===== src/design/kslp_pkg.sv =====
// Shared constants, types and helpers for the key short/long press detector.
`timescale 1ns / 1ps
`default_nettype none
package kslp_pkg;

    // Number of keys scanned per tick.
    localparam int NUM_KEYS = 4;
    // Width of the per-key pressed and released tick counters.
    localparam int COUNT_WIDTH = 8;
    // Width of the configuration thresholds.
    localparam int CFG_WIDTH = 8;
    // Common width used when a counter is compared with a threshold.
    localparam int CMP_WIDTH = (COUNT_WIDTH > CFG_WIDTH) ? COUNT_WIDTH : CFG_WIDTH;
    // Saturation value of the tick counters.
    localparam logic [COUNT_WIDTH-1:0] COUNT_MAX = {COUNT_WIDTH{1'b1}};

    // Register reset values.
    localparam logic [CFG_WIDTH-1:0] DEBOUNCE_RESET = CFG_WIDTH'(2);
    localparam logic [CFG_WIDTH-1:0] LONG_RESET     = CFG_WIDTH'(200);

    // Register indexes on the configuration port.
    localparam logic REG_DEBOUNCE = 1'b0;
    localparam logic REG_LONG     = 1'b1;

    // Per-key phase, one-hot.
    typedef enum logic [2:0] {
        PH_IDLE     = 3'b001,
        PH_RELEASED = 3'b010,
        PH_CLASSIFY = 3'b100
    } t_phase;

    // Events that one lane reports for the current tick.
    typedef struct packed {
        logic short_evt;
        logic long_evt;
    } t_lane_evt;

    // Result of one tick after merging all lanes.
    typedef struct packed {
        logic [NUM_KEYS-1:0] short_mask;
        logic [NUM_KEYS-1:0] long_mask;
    } t_result;

    // Saturating increment of a tick counter.
    function automatic logic [COUNT_WIDTH-1:0] sat_inc(input logic [COUNT_WIDTH-1:0] v);
        sat_inc = (v == COUNT_MAX) ? COUNT_MAX : v + COUNT_WIDTH'(1);
    endfunction

    // Counter at or above threshold.
    function automatic logic reached(input logic [COUNT_WIDTH-1:0] cnt,
                                     input logic [CFG_WIDTH-1:0] thr);
        reached = CMP_WIDTH'(cnt) >= CMP_WIDTH'(thr);
    endfunction

endpackage
`default_nettype wire


===== src/design/kslp_lane.sv =====
// One key's press machine: debounce counters, phase register and event decode.
`timescale 1ns / 1ps
`default_nettype none
module kslp_lane (
    input  wire logic                               i_clk,
    input  wire logic                               i_rst_n,
    input  wire logic                               i_step,
    input  wire logic                               i_level,
    input  wire logic [kslp_pkg::CFG_WIDTH-1:0]     i_debounce_ticks,
    input  wire logic [kslp_pkg::CFG_WIDTH-1:0]     i_long_press_ticks,
    output kslp_pkg::t_lane_evt                     o_evt
);

    kslp_pkg::t_phase                   r_phase, n_phase;
    logic [kslp_pkg::COUNT_WIDTH-1:0]   r_press, n_press;
    logic [kslp_pkg::COUNT_WIDTH-1:0]   r_release, n_release;
    logic                               pressed;

    // The pin is active low.
    assign pressed = ~i_level;

    // Next state of the key machine for the tick being taken.
    always_comb begin
        n_phase     = r_phase;
        n_press     = r_press;
        n_release   = r_release;
        o_evt       = '0;
        case (r_phase)
            kslp_pkg::PH_IDLE: begin
                if (pressed) begin
                    n_press = kslp_pkg::sat_inc(r_press);
                end else if (kslp_pkg::reached(r_press, i_debounce_ticks)) begin
                    n_phase = kslp_pkg::PH_RELEASED;
                end else begin
                    n_press = '0;
                end
            end
            kslp_pkg::PH_RELEASED: begin
                // The threshold test uses the count after this tick's update.
                if (!pressed) begin
                    n_release = kslp_pkg::sat_inc(r_release);
                end
                if (kslp_pkg::reached(n_release, i_debounce_ticks)) begin
                    n_phase = kslp_pkg::PH_CLASSIFY;
                end
            end
            kslp_pkg::PH_CLASSIFY: begin
                if (kslp_pkg::reached(r_press, i_long_press_ticks)) begin
                    o_evt.long_evt = 1'b1;
                end else begin
                    o_evt.short_evt = 1'b1;
                end
                n_press   = '0;
                n_release = '0;
                n_phase   = kslp_pkg::PH_IDLE;
            end
            default: begin
                n_phase = kslp_pkg::PH_IDLE;
            end
        endcase
    end

    // State registers advance only on an accepted tick.
    always_ff @(posedge i_clk) begin
        if (!i_rst_n) begin
            r_phase   <= kslp_pkg::PH_IDLE;
            r_press   <= '0;
            r_release <= '0;
        end else if (i_step) begin
            r_phase   <= n_phase;
            r_press   <= n_press;
            r_release <= n_release;
        end
    end

endmodule
`default_nettype wire


===== src/design/kslp_merge.sv =====
// Merges the lane events into one result and holds it in an output register with a skid slot.
`timescale 1ns / 1ps
`default_nettype none
module kslp_merge (
    input  wire logic                                   i_clk,
    input  wire logic                                   i_rst_n,
    input  wire logic                                   i_step,
    input  wire kslp_pkg::t_lane_evt [kslp_pkg::NUM_KEYS-1:0] i_evts,
    input  wire logic                                   i_out_stall,
    output logic                                        o_full,
    output logic                                        o_out_valid,
    output kslp_pkg::t_result                           o_result
);

    kslp_pkg::t_result  n_result;
    kslp_pkg::t_result  r_out, r_skid;
    logic               r_out_vld, r_skid_vld;
    logic               out_free;

    // Gather each lane's event bit into the masks.
    always_comb begin
        n_result = '0;
        for (int k = 0; k < kslp_pkg::NUM_KEYS; k++) begin
            n_result.short_mask[k] = i_evts[k].short_evt;
            n_result.long_mask[k]  = i_evts[k].long_evt;
        end
    end

    // The output slot can take a new result when empty or being drained.
    assign out_free = !r_out_vld || !i_out_stall;

    // Control of the output register and the skid slot.
    always_ff @(posedge i_clk) begin
        if (!i_rst_n) begin
            r_out_vld  <= 1'b0;
            r_skid_vld <= 1'b0;
        end else if (out_free) begin
            if (r_skid_vld) begin
                r_out_vld  <= 1'b1;
                r_skid_vld <= 1'b0;
            end else begin
                r_out_vld  <= i_step;
            end
        end else if (i_step) begin
            r_skid_vld <= 1'b1;
        end
    end

    // Payload of the output register and the skid slot.
    always_ff @(posedge i_clk) begin
        if (out_free) begin
            r_out <= r_skid_vld ? r_skid : n_result;
        end else if (i_step) begin
            r_skid <= n_result;
        end
    end

    assign o_full      = r_skid_vld;
    assign o_out_valid = r_out_vld;
    assign o_result    = r_out;

endmodule
`default_nettype wire


===== src/design/key_short_long_press_detector_unit.sv =====
// Top level of the key short/long press detector: register port, key lanes and result merge.
// Each request is one scan tick carrying the active-low levels of four keys; every key has its
// own lane with a debounce machine, and one result with a short-event and a long-event mask
// comes back for every request. A request is taken in every cycle while the input does not stall, and
// its result is registered in the output register; a skid slot behind that register lets
// one more request in while a result waits, so the input stalls only when both are full. The
// debounce and long-press thresholds sit at byte addresses 0 and 4 of the register port and are
// meant to be written while no request is in flight.
`timescale 1ns / 1ps
`default_nettype none
module key_short_long_press_detector_unit (
    input  wire logic                               i_clk,
    input  wire logic                               i_rst_n,
    // Register port
    input  wire logic                               psel,
    input  wire logic                               penable,
    input  wire logic                               pwrite,
    input  wire logic [2:0]                         paddr,
    input  wire logic [31:0]                        pwdata,
    output logic [31:0]                             prdata,
    output logic                                    pready,
    // Scan tick requests
    input  wire logic                               i_valid,
    output logic                                    o_stall,
    input  wire logic [kslp_pkg::NUM_KEYS-1:0]      i_key_levels,
    // Event results
    output logic                                    o_valid,
    input  wire logic                               i_stall,
    output logic [kslp_pkg::NUM_KEYS-1:0]           o_short_events,
    output logic [kslp_pkg::NUM_KEYS-1:0]           o_long_events
);

    logic [kslp_pkg::CFG_WIDTH-1:0]                 r_debounce_ticks;
    logic [kslp_pkg::CFG_WIDTH-1:0]                 r_long_press_ticks;
    logic                                           cfg_wr;
    logic                                           step;
    logic                                           full;
    kslp_pkg::t_lane_evt [kslp_pkg::NUM_KEYS-1:0]   evts;
    kslp_pkg::t_result                              result;

    // Register writes complete in the access phase.
    assign pready = 1'b1;
    assign cfg_wr = psel && penable && pwrite;

    always_ff @(posedge i_clk) begin
        if (!i_rst_n) begin
            r_debounce_ticks   <= kslp_pkg::DEBOUNCE_RESET;
            r_long_press_ticks <= kslp_pkg::LONG_RESET;
        end else if (cfg_wr) begin
            case (paddr[2])
                kslp_pkg::REG_DEBOUNCE: r_debounce_ticks   <= pwdata[kslp_pkg::CFG_WIDTH-1:0];
                kslp_pkg::REG_LONG:     r_long_press_ticks <= pwdata[kslp_pkg::CFG_WIDTH-1:0];
                default: ;
            endcase
        end
    end

    // Register read back.
    always_comb begin
        case (paddr[2])
            kslp_pkg::REG_DEBOUNCE: prdata = 32'(r_debounce_ticks);
            kslp_pkg::REG_LONG:     prdata = 32'(r_long_press_ticks);
            default:                prdata = '0;
        endcase
    end

    // A request is taken whenever the skid slot is free.
    assign o_stall = full;
    assign step    = i_valid && !full;

    // One lane per key.
    for (genvar k = 0; k < kslp_pkg::NUM_KEYS; k++) begin : g_lane
        kslp_lane u_lane (
            .i_clk              (i_clk),
            .i_rst_n            (i_rst_n),
            .i_step             (step),
            .i_level            (i_key_levels[k]),
            .i_debounce_ticks   (r_debounce_ticks),
            .i_long_press_ticks (r_long_press_ticks),
            .o_evt              (evts[k])
        );
    end

    // Merge lanes and buffer the result.
    kslp_merge u_merge (
        .i_clk       (i_clk),
        .i_rst_n     (i_rst_n),
        .i_step      (step),
        .i_evts      (evts),
        .i_out_stall (i_stall),
        .o_full      (full),
        .o_out_valid (o_valid),
        .o_result    (result)
    );

    assign o_short_events = result.short_mask;
    assign o_long_events  = result.long_mask;

endmodule
`default_nettype wire


===== config.mk =====
export PLATFORM = sky130hd
export DESIGN_NAME = key_short_long_press_detector_unit
export DESIGN_NICKNAME = d
export VERILOG_FILES = /design/src/design/kslp_pkg.sv /design/src/design/kslp_lane.sv /design/src/design/kslp_merge.sv /design/src/design/key_short_long_press_detector_unit.sv
export SDC_FILE = /design/constraint.sdc
export NUM_CORES = 1
export LEC_CHECK = 0
export BUFFER_PORTS_ARGS = -buffer_cell sky130_fd_sc_hd__buf_2
export CAP_MARGIN = 40
export CORE_MARGIN = 5
export CORE_UTILIZATION = 45
export DETAILED_ROUTE_END_ITERATION = 10
export PLACE_DENSITY = 0.75
export SYNTH_ARGS = -nofsm -noshare
export SYNTH_HDL_FRONTEND = slang
export SYNTH_SLANG_ARGS = --single-unit

===== constraint.sdc =====
create_clock -name i_clk -period 3.9 [get_ports i_clk]
set_input_delay 1.17 -clock i_clk [delete_from_list [all_inputs] [get_ports i_clk]]
set_output_delay 1.17 -clock i_clk [all_outputs]
set_load 0.01 [all_outputs]

==> results.yml <==
setup_path:
  crit_fanout: 5
  cp-end-kind: "register"
  reg2reg_depth: 10
  arrival_ns: 3.54
  crit_path_start_kind: "primary input"
  path_class: "primary input to register"
  crit_required_ns: 4.15
place:
  portBuffers: 37
  postPlaceCellArea_mm2: 0.00818
  dp_hpwl_mm: 13.4
  gp_congestion: 0.868
  pre_cts_slack_ns: 0.288
cts:
  numCtsBuffers: 9
  path_clk_slew_ns: 0.07
  clock_path_buffers: 2
  htreeDepth: 3
  cts_resized: 0
  clock-sinks: 110
  cts_hold_buf: 0
  clockRootBuffer: "clkbuf_16"
  cts_tree: "built"
  clock_latency_ns: 0.36
  postCtsSetupBuffers: 0
timing:
  fin_skew_ns: 0.00541
  timing.setup.tns_ns: 0
  hold_viol: 0
  max_freq_mhz: 304
  final_max_slew_viol_count: 0
  final.min_clock_period_ns: 3.29
  timing.final.ws_setup_ns: 0.610
  fin_crit_sh: 0.844
  rsz0062_at_grt: "false"
  setup_viol: 0
  maxSlewHeadroom: 0.460
  worst_pin_slew_ns: 0.808
final_layout:
  fillCellCount: 1631
  final_cell_mix: "ha_1 (104), nand2_1 (97), dfxtp_1 (94)"
  layout_commonest_cell: "ha_1"
  layout-drive-gt1-share: 0.0937
  seqCellArea_mm2: 0.00236
  area_growth_pct: 7.28
  n_antenna_cell: 0
  nNetsFinal: 1116
  fin_area_mm2: 0.00849
  multi_input_area_mm2: 0.00513
routing:
  ant_nets: 0
  firstDrtPassIters: 5
  detail_route.vias_per_cell: 5.81
  dr_total_vias: 6943
  wl_per_cell_um: 15.9
  drc_errors: 0
  drtIter0Drc: 558
  wl_mm: 19.0
power:
  pwr-share-clk: 0.402
  p_switching_uw: 613
  powerDensity_mw_per_mm2: 276
  vdd_ir_drop_max_mv: 0.209
  swShare: 0.261
  power_frac_seq: 0.502
  leakagePower_uw: 0.00351
  combinationalPowerShare: 0.096
  p_int_uw: 1730
  power_uw: 2350
yosys:
  async_flop_share: 0
  ys_types: 74
  synth_top_area_share: 0.238
  synth-edff-count: 16
  synth_seq_cells: 110
  synth.avg_cell_area_um2: 8.35
  synthFlopType: "dfxtp_1"
  yosysTopAreaCell: "dfxtp_1"
  yosysSeqAreaShare: 0.299
  yosys_warnings: 0
  synth.top_cells.by_area: "dfxtp_1 (24%), ha_1 (16%), edfxtp_1 (6.1%)"
  netlist_instances: 948
  syn_area_mm2: 0.00791
hold_path:
  hold_depth: 2
  worstHoldPathType: "register to register"
floorplan:
  start_util: 0.457
  die_x_um: 143
  io_pins: 89
  core_mm2: 0.0173
  chipHeight_um: 143
  dieArea_mm2: 0.0203
  row_count: 48
global_route:
  grt_pass1_wl_mm: 31.1
  first_global_vias: 6302
  antenna_found_initial: 0
  grt_start_max_net_pins: 43
  grt_use_total: 0.186
  grt_overflow: 0
status:
  outcome: "finished, final reports clean"
flow_run:
  cap_violations: 0
[area by class of cell]
type | count | area share
clock buffers | 11 | 0.0311
repair buffers | 46 | 0.0298
multi-input cells | 759 | 0.605
flip-flops and latches | 110 | 0.278
inverters | 40 | 0.0177
well taps | 225 | 0.0332
clock inverters | 5 | 0.00487
[power by group through the flow]
stage | Combinational, µW | Sequential, µW | Clock, µW
2_1_floorplan | 177 | 1200 | 0
3_5_place_dp | 222 | 1210 | 0
6_report | 225 | 1180 | 942
5_1_grt | 251 | 1180 | 1000
3_3_place_gp | 217 | 1200 | 0
4_1_cts | 223 | 1180 | 963
[cell usage after synthesis (all sizes together), types with 4 or more instances]
cell type	number
xor2	4
and3	18
nor2	80
o31ai	10
a31oi	16
and4	4
o211ai	9
nand4	17
nor4	4
or2	4
edfxtp	16
nor3	20
ha	104
xnor2	9
o2111ai	5
a21oi	69
a21o	21
buf	44
clkbuf	18
nand2b	18
a31o	6
o41ai	4
nand2	98
o221a	14
and2	13
dfxtp	94
nand3	35
or3	10
inv	40
a2111oi	4
a211oi	11
nor2b	7
o21ai	53
a22oi	28
mux2i	9
[worst paths after layout]
check / from / to / slack, ns
worst max-delay path: i_key_levels[1] / g_lane[1].u_lane.r_phase[2] / 0.61
worst max register to register: g_lane[1].u_lane.r_release[0] / g_lane[1].u_lane.r_phase[2] / 0.93
worst min-delay path: r_debounce_ticks[6] / r_debounce_ticks[6] / 0.46
worst min register to register: r_debounce_ticks[6] / r_debounce_ticks[6] / 0.46
[flip-flops by register name, indices dropped and copies added, names as in the netlist]
register and cells:
g_lane.u_lane.r_release 32, u_merge.o_out_valid 1, u_merge.r_skid 8, g_lane.u_lane.r_press 32, g_lane.u_lane.r_phase 12, u_merge.o_result 8
r_long_press_ticks 8, r_debounce_ticks 8, u_merge.o_full 1
[critical path: stages]
cell and delay (ns):
buf_2 0.12, and3_1 0.17, buf_4 0.15, nor4_1 0.24, a21oi_1 0.15, ha_1 0.33, nand3_1 0.08, or4_1 0.53
a31oi_2 0.31, mux2i_1 0.23, nor2_1 0.05
[metrics by stage]
step	util	hold WS (ns)	std cells
finish	0.491	0.456	1196
floorplan	-	0.436	971
global route	0.491	0.482	1196
global placement	0.473	0.443	1180
detailed placement	0.473	0.449	1180
CTS	0.491	0.459	1196
[routing by layer]
metal | track usage | wire, µm | part of all wire
met5 | 0 | 0 | 0
met4 | 0.0725 | 567 | 0.030
met3 | 0.0289 | 1030 | 0.054
met2 | 0.299 | 8540 | 0.45
met1 | 0.252 | 8850 | 0.47
[logic make-up (layout without fill, tap and decap cells)]
| kind of cell | Yosys count | after routing | share of synthesized area |
|---|---|---|---|
| buf+inv | 102 | 102 | 0.0633 |
| xor+xnor | 13 | 13 | 0.0144 |
| simple gates | 335 | 335 | 0.207 |
| flops | 110 | 110 | 0.299 |
| fa+ha+maj | 104 | 104 | 0.164 |
| mux | 12 | 12 | 0.0157 |
| compound gates | 270 | 270 | 0.236 |
| other cells | 2 | 25 | 0.000949 |
Power figures use the tool's default switching activity.
